File: config.mk
export PLATFORM = sky130hd
export DESIGN_NAME = joystick_axis_deadzone_scaler_unit
export DESIGN_NICKNAME = d
export VERILOG_FILES = /design/src/hdl/jads_pkg.sv /design/src/hdl/jads_cfg_regs.sv /design/src/hdl/jads_serial_div.sv /design/src/hdl/joystick_axis_deadzone_scaler_unit.sv
export SDC_FILE = /design/constraint.sdc
export NUM_CORES = 1
export LEC_CHECK = 0
export ABC_AREA = 1
export BUFFER_PORTS_ARGS = -buffer_cell sky130_fd_sc_hd__buf_2
export CORE_UTILIZATION = 56
export DETAILED_ROUTE_END_ITERATION = 7
export PLACE_DENSITY_LB_ADDON = 0.05
export SYNTH_ARGS = -nofsm -noshare
export SYNTH_HDL_FRONTEND = slang
export SYNTH_SLANG_ARGS = --single-unit
File: constraint.sdc
create_clock -name clk -period 4.32 [get_ports clk]
set_clock_uncertainty 0.15 [all_clocks]
set_input_delay 1.296 -clock clk [delete_from_list [all_inputs] [get_ports clk]]
set_output_delay 1.296 -clock clk [all_outputs]
set_load 0.005 [all_outputs]
File: src/hdl/jads_pkg.sv
// shared constants for the joystick axis dead-zone scaler
// register map, apb sizes and default widths; no dependencies
`timescale 1ns / 1ps

package jads_pkg;

    localparam int ADC_BITS_DEF   = 10;
    localparam int FULL_SCALE_DEF = 255;

    localparam int APB_DATA_W = 32;
    localparam int APB_ADDR_W = 5;
    localparam int REG_IDX_W  = APB_ADDR_W - 2;

    localparam logic [REG_IDX_W-1:0] REG_CENTER_POS = 3'd0;
    localparam logic [REG_IDX_W-1:0] REG_MAX_POS    = 3'd1;
    localparam logic [REG_IDX_W-1:0] REG_DEAD_ZONE  = 3'd2;
    localparam logic [REG_IDX_W-1:0] REG_MIN_CHANGE = 3'd3;
    localparam logic [REG_IDX_W-1:0] REG_INVERT     = 3'd4;

endpackage

File: src/hdl/jads_cfg_regs.sv
// apb register bank holding centre, range, dead zone, minimum change and invert
// depends on jads_pkg
`timescale 1ns / 1ps

module jads_cfg_regs #(
    parameter int ADC_BITS = jads_pkg::ADC_BITS_DEF
) (
    input  logic                            clk,
    input  logic                            rst_n,
    input  logic                            psel,
    input  logic                            penable,
    input  logic                            pwrite,
    input  logic [jads_pkg::APB_ADDR_W-1:0] paddr,
    input  logic [jads_pkg::APB_DATA_W-1:0] pwdata,
    output logic [jads_pkg::APB_DATA_W-1:0] prdata,
    output logic                            pready,
    output logic [ADC_BITS-1:0]             center_pos,
    output logic [ADC_BITS:0]               max_pos,
    output logic [ADC_BITS-1:0]             dead_zone,
    output logic [ADC_BITS-1:0]             min_change,
    output logic                            invert
);

    localparam logic [ADC_BITS-1:0] CENTER_RST = ADC_BITS'(1) << (ADC_BITS - 1);
    localparam logic [ADC_BITS:0]   MAX_RST    = (ADC_BITS + 1)'(1) << ADC_BITS;

    logic [ADC_BITS-1:0]            center_pos_reg;
    logic [ADC_BITS:0]              max_pos_reg;
    logic [ADC_BITS-1:0]            dead_zone_reg;
    logic [ADC_BITS-1:0]            min_change_reg;
    logic                           invert_reg;
    logic                           wr_en;
    logic [jads_pkg::REG_IDX_W-1:0] reg_idx;

    assign pready  = 1'b1;
    assign wr_en   = psel & penable & pwrite;
    assign reg_idx = paddr[jads_pkg::APB_ADDR_W-1:2];

    always_ff @(posedge clk or negedge rst_n)
    begin
        if (!rst_n)
        begin
            center_pos_reg <= CENTER_RST;
            max_pos_reg    <= MAX_RST;
            dead_zone_reg  <= '0;
            min_change_reg <= '0;
            invert_reg     <= 1'b0;
        end
        else if (wr_en)
        begin
            case (reg_idx)
                jads_pkg::REG_CENTER_POS: center_pos_reg <= pwdata[ADC_BITS-1:0];
                jads_pkg::REG_MAX_POS:    max_pos_reg    <= pwdata[ADC_BITS:0];
                jads_pkg::REG_DEAD_ZONE:  dead_zone_reg  <= pwdata[ADC_BITS-1:0];
                jads_pkg::REG_MIN_CHANGE: min_change_reg <= pwdata[ADC_BITS-1:0];
                jads_pkg::REG_INVERT:     invert_reg     <= pwdata[0];
                default: ;
            endcase
        end
    end

    always_comb
    begin
        case (reg_idx)
            jads_pkg::REG_CENTER_POS: prdata = jads_pkg::APB_DATA_W'(center_pos_reg);
            jads_pkg::REG_MAX_POS:    prdata = jads_pkg::APB_DATA_W'(max_pos_reg);
            jads_pkg::REG_DEAD_ZONE:  prdata = jads_pkg::APB_DATA_W'(dead_zone_reg);
            jads_pkg::REG_MIN_CHANGE: prdata = jads_pkg::APB_DATA_W'(min_change_reg);
            jads_pkg::REG_INVERT:     prdata = jads_pkg::APB_DATA_W'(invert_reg);
            default:                  prdata = '0;
        endcase
    end

    assign center_pos = center_pos_reg;
    assign max_pos    = max_pos_reg;
    assign dead_zone  = dead_zone_reg;
    assign min_change = min_change_reg;
    assign invert     = invert_reg;

endmodule

File: src/hdl/jads_serial_div.sv
// bit-serial restoring divider, one quotient bit per cycle
// standalone; used by the scaler top level
`timescale 1ns / 1ps

module jads_serial_div #(
    parameter int NUM_W = 18,
    parameter int DEN_W = 11
) (
    input  logic             clk,
    input  logic             rst_n,
    input  logic             start,
    input  logic [NUM_W-1:0] numer,
    input  logic [DEN_W-1:0] denom,
    output logic             done,
    output logic [NUM_W-1:0] quotient
);

    localparam int CNT_W = $clog2(NUM_W + 1);

    logic [CNT_W-1:0] cnt_reg;
    logic [CNT_W-1:0] cnt_next;
    logic             done_reg;
    logic             done_next;
    logic [DEN_W-1:0] rem_reg;
    logic [DEN_W-1:0] rem_next;
    logic [NUM_W-1:0] quo_reg;
    logic [NUM_W-1:0] quo_next;
    logic [DEN_W-1:0] den_reg;
    logic [DEN_W-1:0] den_next;
    logic [DEN_W:0]   shifted;
    logic [DEN_W+1:0] trial;
    logic             fits;

    assign shifted = {rem_reg, quo_reg[NUM_W-1]};
    assign trial   = {1'b0, shifted} - {2'b00, den_reg};
    assign fits    = ~trial[DEN_W+1];

    always_comb
    begin
        cnt_next  = cnt_reg;
        done_next = 1'b0;
        rem_next  = rem_reg;
        quo_next  = quo_reg;
        den_next  = den_reg;
        if (start)
        begin
            cnt_next = CNT_W'(NUM_W);
            rem_next = '0;
            quo_next = numer;
            den_next = denom;
        end
        else if (cnt_reg != '0)
        begin
            cnt_next  = cnt_reg - CNT_W'(1);
            done_next = (cnt_reg == CNT_W'(1));
            rem_next  = fits ? trial[DEN_W-1:0] : shifted[DEN_W-1:0];
            quo_next  = {quo_reg[NUM_W-2:0], fits};
        end
    end

    always_ff @(posedge clk or negedge rst_n)
    begin
        if (!rst_n)
        begin
            cnt_reg  <= '0;
            done_reg <= 1'b0;
        end
        else
        begin
            cnt_reg  <= cnt_next;
            done_reg <= done_next;
        end
    end

    always_ff @(posedge clk)
    begin
        rem_reg <= rem_next;
        quo_reg <= quo_next;
        den_reg <= den_next;
    end

    assign done     = done_reg;
    assign quotient = quo_reg;

endmodule

File: src/hdl/joystick_axis_deadzone_scaler_unit.sv
// joystick axis dead-zone scaler, top level: control sequencer and output word
// depends on jads_pkg, jads_cfg_regs and jads_serial_div
`timescale 1ns / 1ps

// usage
// - input channel: in_valid / in_ready carry one word, the raw sample
// - output channel: out_valid / out_ready carry one word per sample:
//   axis_value (signed) and updated
// - apb port sets centre, max position, dead zone, minimum change and invert;
//   write only while no sample is in flight
// - one sample at a time; in_ready is high only while the sequencer is idle
// - a sample that is rejected, lies in the dead zone or has a zero range goes
//   from evaluation straight to the output stage, skipping multiply and divide
// - a scaled sample goes through evaluation, multiply, the bit-serial divider
//   (one quotient bit a cycle) and the output stage
// - the next sample is taken from the cycle after the word reaches the output
//   register
// - a finished word waits in the sequencer while the output register is still
//   held by a stalled receiver; nothing is dropped
// - reset clears the registers to their defaults, forgets the last position and
//   sets the held value to zero; the first sample after reset is always taken

module joystick_axis_deadzone_scaler_unit #(
    parameter int ADC_BITS   = jads_pkg::ADC_BITS_DEF,
    parameter int FULL_SCALE = jads_pkg::FULL_SCALE_DEF
) (
    input  logic                            clk,
    input  logic                            rst_n,
    input  logic                            psel,
    input  logic                            penable,
    input  logic                            pwrite,
    input  logic [jads_pkg::APB_ADDR_W-1:0] paddr,
    input  logic [jads_pkg::APB_DATA_W-1:0] pwdata,
    output logic [jads_pkg::APB_DATA_W-1:0] prdata,
    output logic                            pready,
    input  logic                            in_valid,
    output logic                            in_ready,
    input  logic [ADC_BITS-1:0]             sample,
    output logic                            out_valid,
    input  logic                            out_ready,
    output logic signed [$clog2(FULL_SCALE+1):0] axis_value,
    output logic                            updated
);

    localparam int MAG_W = $clog2(FULL_SCALE + 1);
    localparam int VAL_W = MAG_W + 1;
    localparam int RNG_W = ADC_BITS + 1;
    localparam int NUM_W = ADC_BITS + MAG_W;
    localparam logic [MAG_W-1:0] MAG_FULL = MAG_W'(FULL_SCALE);

    localparam logic [2:0] ST_IDLE = 3'd0;
    localparam logic [2:0] ST_EVAL = 3'd1;
    localparam logic [2:0] ST_MUL  = 3'd2;
    localparam logic [2:0] ST_DIV  = 3'd3;
    localparam logic [2:0] ST_FIN  = 3'd4;

    logic [ADC_BITS-1:0] center_pos;
    logic [ADC_BITS:0]   max_pos;
    logic [ADC_BITS-1:0] dead_zone;
    logic [ADC_BITS-1:0] min_change;
    logic                invert;

    logic [2:0]          state_reg;
    logic [2:0]          state_next;
    logic [ADC_BITS-1:0] sample_reg;
    logic [ADC_BITS-1:0] sample_next;
    logic                keep_reg;
    logic                keep_next;
    logic                neg_reg;
    logic                neg_next;
    logic [MAG_W-1:0]    mag_reg;
    logic [MAG_W-1:0]    mag_next;
    logic [ADC_BITS-1:0] dist_reg;
    logic [ADC_BITS-1:0] dist_next;
    logic [RNG_W-1:0]    range_reg;
    logic [RNG_W-1:0]    range_next;

    logic [ADC_BITS-1:0] last_pos_reg;
    logic [ADC_BITS-1:0] last_pos_next;
    logic                pos_valid_reg;
    logic                pos_valid_next;
    logic [VAL_W-1:0]    held_value_reg;
    logic [VAL_W-1:0]    held_value_next;

    logic                out_valid_reg;
    logic                out_valid_next;
    logic [VAL_W-1:0]    axis_value_reg;
    logic [VAL_W-1:0]    axis_value_next;
    logic                updated_reg;
    logic                updated_next;

    logic [ADC_BITS-1:0] diff_last;
    logic                changed;
    logic                above;
    logic [ADC_BITS-1:0] dist_ctr;
    logic                in_dead;
    logic [RNG_W-1:0]    upper_range;
    logic [RNG_W-1:0]    range_sel;
    logic [NUM_W-1:0]    product;
    logic                div_start;
    logic                div_done;
    logic [NUM_W-1:0]    quotient;
    logic [VAL_W-1:0]    mag_ext;
    logic [VAL_W-1:0]    result_value;
    logic                out_free;

    jads_cfg_regs #(
        .ADC_BITS (ADC_BITS)
    ) u_cfg (
        .clk        (clk),
        .rst_n      (rst_n),
        .psel       (psel),
        .penable    (penable),
        .pwrite     (pwrite),
        .paddr      (paddr),
        .pwdata     (pwdata),
        .prdata     (prdata),
        .pready     (pready),
        .center_pos (center_pos),
        .max_pos    (max_pos),
        .dead_zone  (dead_zone),
        .min_change (min_change),
        .invert     (invert)
    );

    jads_serial_div #(
        .NUM_W (NUM_W),
        .DEN_W (RNG_W)
    ) u_div (
        .clk      (clk),
        .rst_n    (rst_n),
        .start    (div_start),
        .numer    (product),
        .denom    (range_reg),
        .done     (div_done),
        .quotient (quotient)
    );

    // evaluation of a captured sample
    assign diff_last   = (sample_reg > last_pos_reg) ? sample_reg - last_pos_reg
                                                     : last_pos_reg - sample_reg;
    assign changed     = ~pos_valid_reg | (diff_last > min_change);
    assign above       = sample_reg > center_pos;
    assign dist_ctr    = above ? sample_reg - center_pos : center_pos - sample_reg;
    assign in_dead     = (dist_ctr < dead_zone) | (dist_ctr == '0);
    assign upper_range = (max_pos > {1'b0, center_pos}) ? max_pos - {1'b0, center_pos}
                                                         : '0;
    assign range_sel   = above ? upper_range : {1'b0, center_pos};

    assign product      = NUM_W'(dist_reg) * NUM_W'(FULL_SCALE);
    assign div_start    = (state_reg == ST_MUL);
    assign mag_ext      = {1'b0, mag_reg};
    assign result_value = (neg_reg ^ invert) ? VAL_W'(0) - mag_ext : mag_ext;
    assign out_free     = ~out_valid_reg | out_ready;

    always_comb
    begin
        state_next      = state_reg;
        sample_next     = sample_reg;
        keep_next       = keep_reg;
        neg_next        = neg_reg;
        mag_next        = mag_reg;
        dist_next       = dist_reg;
        range_next      = range_reg;
        last_pos_next   = last_pos_reg;
        pos_valid_next  = pos_valid_reg;
        held_value_next = held_value_reg;
        out_valid_next  = out_valid_reg & ~out_ready;
        axis_value_next = axis_value_reg;
        updated_next    = updated_reg;
        case (state_reg)
            ST_IDLE:
            begin
                if (in_valid)
                begin
                    sample_next = sample;
                    state_next  = ST_EVAL;
                end
            end
            ST_EVAL:
            begin
                keep_next  = ~changed;
                neg_next   = ~above;
                dist_next  = dist_ctr;
                range_next = range_sel;
                if (!changed || in_dead)
                begin
                    mag_next   = '0;
                    state_next = ST_FIN;
                end
                else if (range_sel == '0)
                begin
                    mag_next   = MAG_FULL;
                    state_next = ST_FIN;
                end
                else
                begin
                    state_next = ST_MUL;
                end
            end
            ST_MUL:
            begin
                state_next = ST_DIV;
            end
            ST_DIV:
            begin
                if (div_done)
                begin
                    mag_next   = (quotient > NUM_W'(FULL_SCALE)) ? MAG_FULL
                                                                 : quotient[MAG_W-1:0];
                    state_next = ST_FIN;
                end
            end
            ST_FIN:
            begin
                if (out_free)
                begin
                    out_valid_next = 1'b1;
                    updated_next   = ~keep_reg;
                    if (keep_reg)
                    begin
                        axis_value_next = held_value_reg;
                    end
                    else
                    begin
                        axis_value_next = result_value;
                        held_value_next = result_value;
                        last_pos_next   = sample_reg;
                        pos_valid_next  = 1'b1;
                    end
                    state_next = ST_IDLE;
                end
            end
            default:
            begin
                state_next = ST_IDLE;
            end
        endcase
    end

    always_ff @(posedge clk or negedge rst_n)
    begin
        if (!rst_n)
        begin
            state_reg      <= ST_IDLE;
            last_pos_reg   <= '0;
            pos_valid_reg  <= 1'b0;
            held_value_reg <= '0;
            out_valid_reg  <= 1'b0;
        end
        else
        begin
            state_reg      <= state_next;
            last_pos_reg   <= last_pos_next;
            pos_valid_reg  <= pos_valid_next;
            held_value_reg <= held_value_next;
            out_valid_reg  <= out_valid_next;
        end
    end

    always_ff @(posedge clk)
    begin
        sample_reg     <= sample_next;
        keep_reg       <= keep_next;
        neg_reg        <= neg_next;
        mag_reg        <= mag_next;
        dist_reg       <= dist_next;
        range_reg      <= range_next;
        axis_value_reg <= axis_value_next;
        updated_reg    <= updated_next;
    end

    assign in_ready   = (state_reg == ST_IDLE);
    assign out_valid  = out_valid_reg;
    assign axis_value = $signed(axis_value_reg);
    assign updated    = updated_reg;

    // a repeated word carries the held value
    assert property (@(posedge clk) disable iff (!rst_n)
        out_valid && !updated |-> axis_value_reg == held_value_reg)
        else $error("repeated word differs from held value");

    // magnitude never exceeds full scale
    assert property (@(posedge clk) disable iff (!rst_n)
        out_valid |-> (axis_value <= $signed(VAL_W'(FULL_SCALE)))
                   && (axis_value >= -$signed(VAL_W'(FULL_SCALE))))
        else $error("axis value beyond full scale");

    // the divider finishes only while the sequencer waits for it
    assert property (@(posedge clk) disable iff (!rst_n)
        div_done |-> state_reg == ST_DIV)
        else $error("divider done outside divide phase");

    // any word on the output implies a position has been taken
    assert property (@(posedge clk) disable iff (!rst_n)
        out_valid |-> pos_valid_reg)
        else $error("output word before first accepted position");

endmodule

==> impl_metrics.ini, run 1 <==
[hold_path]
min-delay-start = range_reg[10]$_DFFE_PP_
hold_end = u_div.den_reg[10]$_DFFE_PP_
hold_class = reg -> reg
whs_path_depth = 0

[die]
pin_count = 99
die_height_microns = 151.2
rows = 54
core_sq_um = 21820
dieArea_sq_um = 22850
start_util_pct = 57.09
dieWidth_microns = 151.2

[synthesis]
async_flop_share_pct = 44.17
yosysSeqAreaShare_pct = 35.53
synth-edff-count = 80
synth_ff_type = edfxtp_1
synth_simple_gate_area_share_pct = 20.15
ys.warnings.count = 0
synth-adder-area-share_pct = 19.44
synth_top_family_by_area = simple AND/OR/NAND/NOR gates
syn_area_sq_um = 12460
synth.area.mux_share_pct = 0.08035
synth.distinct_cells = 52
synth_xor_area_share_pct = 3.304
syn_avg_cell_area_sq_um = 8.043
synth_compound_area_share_pct = 10.76
syn_inst = 1549
ys_ff_latch = 163

[critical_path]
endpoint_kind = register
slowest_stage = fa_2
cpPeakStageDelay_ns = 0.59
startpoint_type = register
reg2reg_slack_ns = 0.003
critPathMostFrequentCell = fa_1
worst-path-buf-inv = 4
cp_data_required_time_ns = 4.34
r2r_cells = 16
worstSetupPathType = reg -> reg
crit_fanout = 5
worst-path-stages = 16
worstPathCellList = buf_6 -> fa_2 -> inv_2 -> fa_1 -> inv_2 -> fa_1 -> fa_1 -> ha_4 -> nand2_1 -> nand2_1 -> a21oi_2 -> o21ai_2 -> a21boi_2 -> buf_4 -> xor2_1 -> o21ai_1
cp_top_family = adder cells
r2r-end = u_div.quotient[12]$_DFFE_PP_
r2r_start = dist_reg[5]$_DFFE_PP_
worstPathArrival_ns = 4.34

[sta]
fin_tns_setup_ns = 0
final_hold_viol_count = 0
final.period_utilization_pct = 99.93
setup_violations = 0
min_period_ns = 4.317
slew_violations = 0
worst_pin_slew_ns = 0.8553
slew_headroom_pct = 42.54
fmax_mhz = 231.7
rsz0062_at_grt = true

[cts]
numClockSinks = 163
h-tree-depth = 4
cts.clk_slew.worst_paths_ns = 0.07
clock_latency_ns = 0.43
max-clock-path-buffers = 2
tritoncts = built
cts_root_buf = clkbuf_16
numCtsBuffers = 17

[layout]
fin_area_sq_um = 14750
finalNonFillerCells = 1996
syn2layout_area_growth_pct = 18.39
fin_nets = 1923
final_common_cell = nand2_1
multi_input_area_sq_um = 7216
layout_common_cells = 386 x nand2_1, 261 x inv_1, 108 x o21ai_0, 108 x ha_1, 103 x buf_4
antenna_cells = 0
drive_above_1_share_pct = 17.31
regArea_sq_um = 4427
fin_util_pct = 67.58
largest_reg_flops = 18
nFillCells = 1851

[grt]
grt_pass1_wl_mm = 49.15
antenna_found_initial = 0
grt_pass1_vias = 9989
overflow = 0
grt_use_total_pct = 28.22
grt_max_degree = 39

[placed_design]
dp.cells = 1948
placed_area_sq_um = 13590
portBuffers = 53
gp_congestion = 0.9114
dp_hpwl_mm = 23.98

[run_status]
status = complete, no violations

[drt]
routed-via-count = 10411
routed_via_density = 5.216
routedWlPerCell_microns = 15.58
firstDrtPassIters = 4
drc_errors = 0
drt_iter0_drc = 550
ant_nets = 0
wirelength_mm = 31.10

[flow_run]
cap_viol_max_count = 0
==> routing by layer <==
| layer | global-route usage [%] | wire length (microns) | vias to the layer above |
|---|---|---|---|
| met1 | 35.16 | 13320 | 4835 |
| met3 | 3.886 | 1190 | 65 |
| met4 | 11.35 | 1139 | 0 |
| li1 | - | - | 5252 |
| met5 | 0 | 0 | - |
| met2 | 49.17 | 15450 | 259 |
==> metrics by stage <==
stage | hold slack (ns) | setup slack (ns)
after floorplan | 0.2503 | -0.01653
after global placement | 0.2510 | -0.2393
after detailed placement | 0.2545 | -0.3539
after CTS | 0.2709 | -0.02380
after global routing | 0.2807 | -0.1550
final | 0.2689 | 0.003193
==> cell families (layout without fill, tap and decap cells) <==
| logic type | count (synthesis) | count (layout) |
|---|---|---|
| and+or+nand+nor | 600 | 600 |
| adders and majority gates | 166 | 166 |
| muxes | 1 | 1 |
| AOI/OAI and AO/OA | 246 | 246 |
| xor gates and xnor gates | 47 | 47 |
| other | 2 | 22 |
| buffers and inverters | 324 | 471 |
| DFF | 163 | 163 |
==> how the worst max path moves through the flow <==
| stage | slack (ns) | endpoint | startpoint |
|---|---|---|---|
| 2_1_floorplan | -0.02 | u_div.quotient[14]$_DFFE_PP_ | dist_reg[3]$_DFFE_PP_ |
| 3_5_place_dp | -0.35 | mag_reg[6]$_DFFE_PP_ | sample_reg[0]$_DFFE_PP_ |
| 6_report | 0.003 | u_div.quotient[12]$_DFFE_PP_ | dist_reg[5]$_DFFE_PP_ |
| 5_1_grt | -0.15 | u_div.quotient[12]$_DFFE_PP_ | dist_reg[5]$_DFFE_PP_ |
| 4_1_cts | -0.02 | u_div.quotient[17]$_DFFE_PP_ | dist_reg[3]$_DFFE_PP_ |
| 3_3_place_gp | -0.24 | mag_reg[6]$_DFFE_PP_ | sample_reg[0]$_DFFE_PP_ |
==> cell type report <==
cell class | count | area share, %
timing repair buffer | 164 | 7.694
sequential | 163 | 30.01
clock buffer | 18 | 2.910
clock inverter | 14 | 1.001
inverter | 275 | 7.083
multi-input combinational | 1082 | 48.92
tap | 280 | 2.375
==> timing repair <==
action,CTS,global route
resized for setup,34,83
buffers inserted,11,9
hold endpoints to repair,0,0
setup endpoints to repair,24,28
pin swaps,30,52
gates cloned,0,0
hold buffers,0,0
==> Yosys cell counts (2+ instances only) <==
cell type | n | share of area, %
a211oi_1 | 5 | 0.30
a21o_1 | 3 | 0.18
a21oi_1 | 72 | 2.9
a22oi_1 | 10 | 0.60
a31oi_1 | 5 | 0.25
buf_2 | 3 | 0.12
buf_4 | 23 | 1.4
buf_6 | 3 | 0.27
clkbuf_1 | 19 | 0.57
conb_1 | 2 | 0.060
dfrtp_1 | 70 | 14
dfstp_2 | 2 | 0.42
dfxtp_1 | 11 | 1.8
edfxtp_1 | 80 | 19
fa_1 | 46 | 7.4
ha_1 | 120 | 12
inv_1 | 272 | 8.2
inv_2 | 2 | 0.060
nand2_1 | 397 | 12
nand2_2 | 7 | 0.35
nand2_4 | 2 | 0.18
nand3_1 | 71 | 2.9
nand3_2 | 2 | 0.16
nand3b_1 | 2 | 0.12
nand4_1 | 15 | 0.75
nor2_1 | 64 | 1.9
nor2_2 | 4 | 0.20
nor3_1 | 23 | 0.92
nor4_1 | 5 | 0.25
o2111ai_1 | 3 | 0.21
o21a_1 | 2 | 0.12
o21ai_0 | 125 | 5.0
o21ai_1 | 6 | 0.24
o22ai_1 | 3 | 0.15
o31ai_1 | 5 | 0.30
or2_2 | 4 | 0.20
xnor2_1 | 10 | 0.70
xor2_1 | 37 | 2.6
==> worst reg2reg max path: stages, from the launching register on <==
cell	delay, ns
edfxtp_1	0.43
buf_6	0.15
fa_2	0.59
inv_2	0.04
fa_1	0.48
inv_2	0.04
fa_1	0.46
fa_1	0.54
ha_4	0.23
nand2_1	0.07
nand2_1	0.07
a21oi_2	0.20
o21ai_2	0.10
a21boi_2	0.17
buf_4	0.13
xor2_1	0.13
o21ai_1	0.08
Power of run 1 is left out: the tool's default activity adds up to more than one toggle a clock period on the data nets, which glitch-free logic cannot reach.
==> inputs of run 2 (changes only) <==
Settings changed: CORE_MARGIN set to 5, CORE_UTILIZATION 56 to 57, CTS_BUF_LIST set to sky130_fd_sc_hd__clkbuf_2 sky130_fd_sc_hd__clkbuf_4 sky130_fd_sc_hd__clkbuf_8, CTS_CLUSTER_SIZE set to 25.
==> impl_metrics.ini, run 2 (synthesis gave the netlist of run 1 again) <==
[run_status]
status = complete, no violations

[hold_path]
hold_class = reg -> reg
min-delay-start = range_reg[1]$_DFFE_PP_

[sta]
final.period_utilization_pct = 99.44
slew_violations = 0
rsz0062_at_grt = true
fin_tns_setup_ns = 0
min_period_ns = 4.296
fmax_mhz = 232.8
slew_headroom_pct = 30.58
final_hold_viol_count = 0
worst_pin_slew_ns = 1.040
setup_violations = 0

[drt]
drc_errors = 0
routed_via_density = 5.208
firstDrtPassIters = 5
routedWlPerCell_microns = 15.34
wirelength_mm = 30.64
ant_nets = 0
routed-via-count = 10406
drt_iter0_drc = 555

[layout]
drive_above_1_share_pct = 17.00
finalNonFillerCells = 1998
antenna_cells = 0
largest_reg_flops = 18
layout_common_cells = 386 x nand2_1, 262 x inv_1, 112 x o21ai_0
nFillCells = 1857
syn2layout_area_growth_pct = 16.53
final_common_cell = nand2_1
fin_nets = 1925
fin_area_sq_um = 14520
fin_util_pct = 66.94

[critical_path]
startpoint_type = register
worst-path-stages = 16
worstPathCellList = buf_6 -> fa_2 -> inv_2 -> fa_1 -> inv_1 -> fa_1 -> fa_1 -> ha_4 -> nand2_2 -> nand2_2 -> a21oi_4 -> o21ai_2 -> a21boi_2 -> buf_4 -> xor2_1 -> o21ai_1
setup.worst_path.start = dist_reg[3]$_DFFE_PP_
worstSetupPathType = reg -> reg
endpoint_kind = register
r2r_start = dist_reg[3]$_DFFE_PP_
cp_top_family = adder cells
cp-endpoint = u_div.quotient[12]$_DFFE_PP_
cp_data_required_time_ns = 4.37
r2r_cells = 16
critPathMostFrequentCell = fa_1
worst-path-buf-inv = 4
reg2reg_slack_ns = 0.02
worstPathArrival_ns = 4.35
crit_fanout = 5
slowest_stage = fa_2
cpPeakStageDelay_ns = 0.56
r2r-end = u_div.quotient[12]$_DFFE_PP_

[grt]
grt_pass1_wl_mm = 49.12
grt_max_degree = 53
overflow = 0
antenna_found_initial = 0
grt_use_total_pct = 24.92
grt_pass1_vias = 10079

[die]
pin_count = 99
start_util_pct = 57.44
dieArea_sq_um = 24910
dieWidth_microns = 157.8
core_sq_um = 21690
rows = 54
die_height_microns = 157.8

[cts]
cts_root_buf = clkbuf_8
h-tree-depth = 4
numClockSinks = 163
clock_latency_ns = 0.47
numCtsBuffers = 17
cts.clk_slew.worst_paths_ns = 0.10
hold_buffers = 0
tritoncts = built
max-clock-path-buffers = 2

[flow_run]
cap_viol_max_count = 0

[placed_design]
portBuffers = 53
gp_congestion = 0.9521
placed_area_sq_um = 13560
dp_hpwl_mm = 24.35
dp.cells = 1943
run 2: worst register-to-register path, stage by stage, from the launching register on:
cell and delay (ns):
edfxtp_1 0.42, buf_6 0.14, fa_2 0.56, inv_2 0.05, fa_1 0.53, inv_1 0.05, fa_1 0.45, fa_1 0.56
ha_4 0.23, nand2_2 0.07, nand2_2 0.06, a21oi_4 0.15, o21ai_2 0.09, a21boi_2 0.19, buf_4 0.14, xor2_1 0.14
o21ai_1 0.07
run 2: repair_timing:
item | in CTS | in global routing
buffers inserted | 10 | 15
pin swaps | 28 | 41
gates resized for setup | 27 | 68
endpoints found under the setup margin | 15 | 28
run 2: layout make-up:
cell class	count	area, sq um	area share (%)
clock buffers	18	241.5	1.663
inverters	275	1037	7.145
multi-input cells	1082	7123	49.06
well taps	280	350.3	2.413
repair buffers	166	1150	7.920
flip-flops and latches	163	4427	30.49
clock inverters	14	188.9	1.301
run 2: worst min-delay path by stage:
stage          cells past startpoint  slack [ns]                           to
2_1_floorplan                      0        0.25   u_div.den_reg[0]$_DFFE_PP_
3_3_place_gp                       0        0.25  u_div.den_reg[10]$_DFFE_PP_
3_5_place_dp                       0        0.26   u_div.den_reg[1]$_DFFE_PP_
4_1_cts                            0        0.29   u_div.den_reg[0]$_DFFE_PP_
5_1_grt                            0        0.29   u_div.den_reg[1]$_DFFE_PP_
6_report                           0        0.29   u_div.den_reg[1]$_DFFE_PP_
run 2: per-layer routing:
| layer | GRT usage (%) | wire, microns | up-vias |
|---|---|---|---|
| met4 | 8.275 | 1001 | 0 |
| met3 | 3.609 | 1316 | 52 |
| met2 | 43.19 | 15100 | 245 |
| li1 | - | - | 5268 |
| met1 | 32.18 | 13230 | 4841 |
| met5 | 0 | 0 | - |
run 2: metrics by stage:
stage / setup slack [ns] / hold WS, ns
5_1_grt: -0.1667 / 0.2912
3_5_place_dp: -0.1936 / 0.2580
2_1_floorplan: -0.01653 / 0.2503
4_1_cts: -0.01055 / 0.2871
6_report: 0.02431 / 0.2896
3_3_place_gp: -0.1428 / 0.2523
Power of run 2 is left out for the same reason.
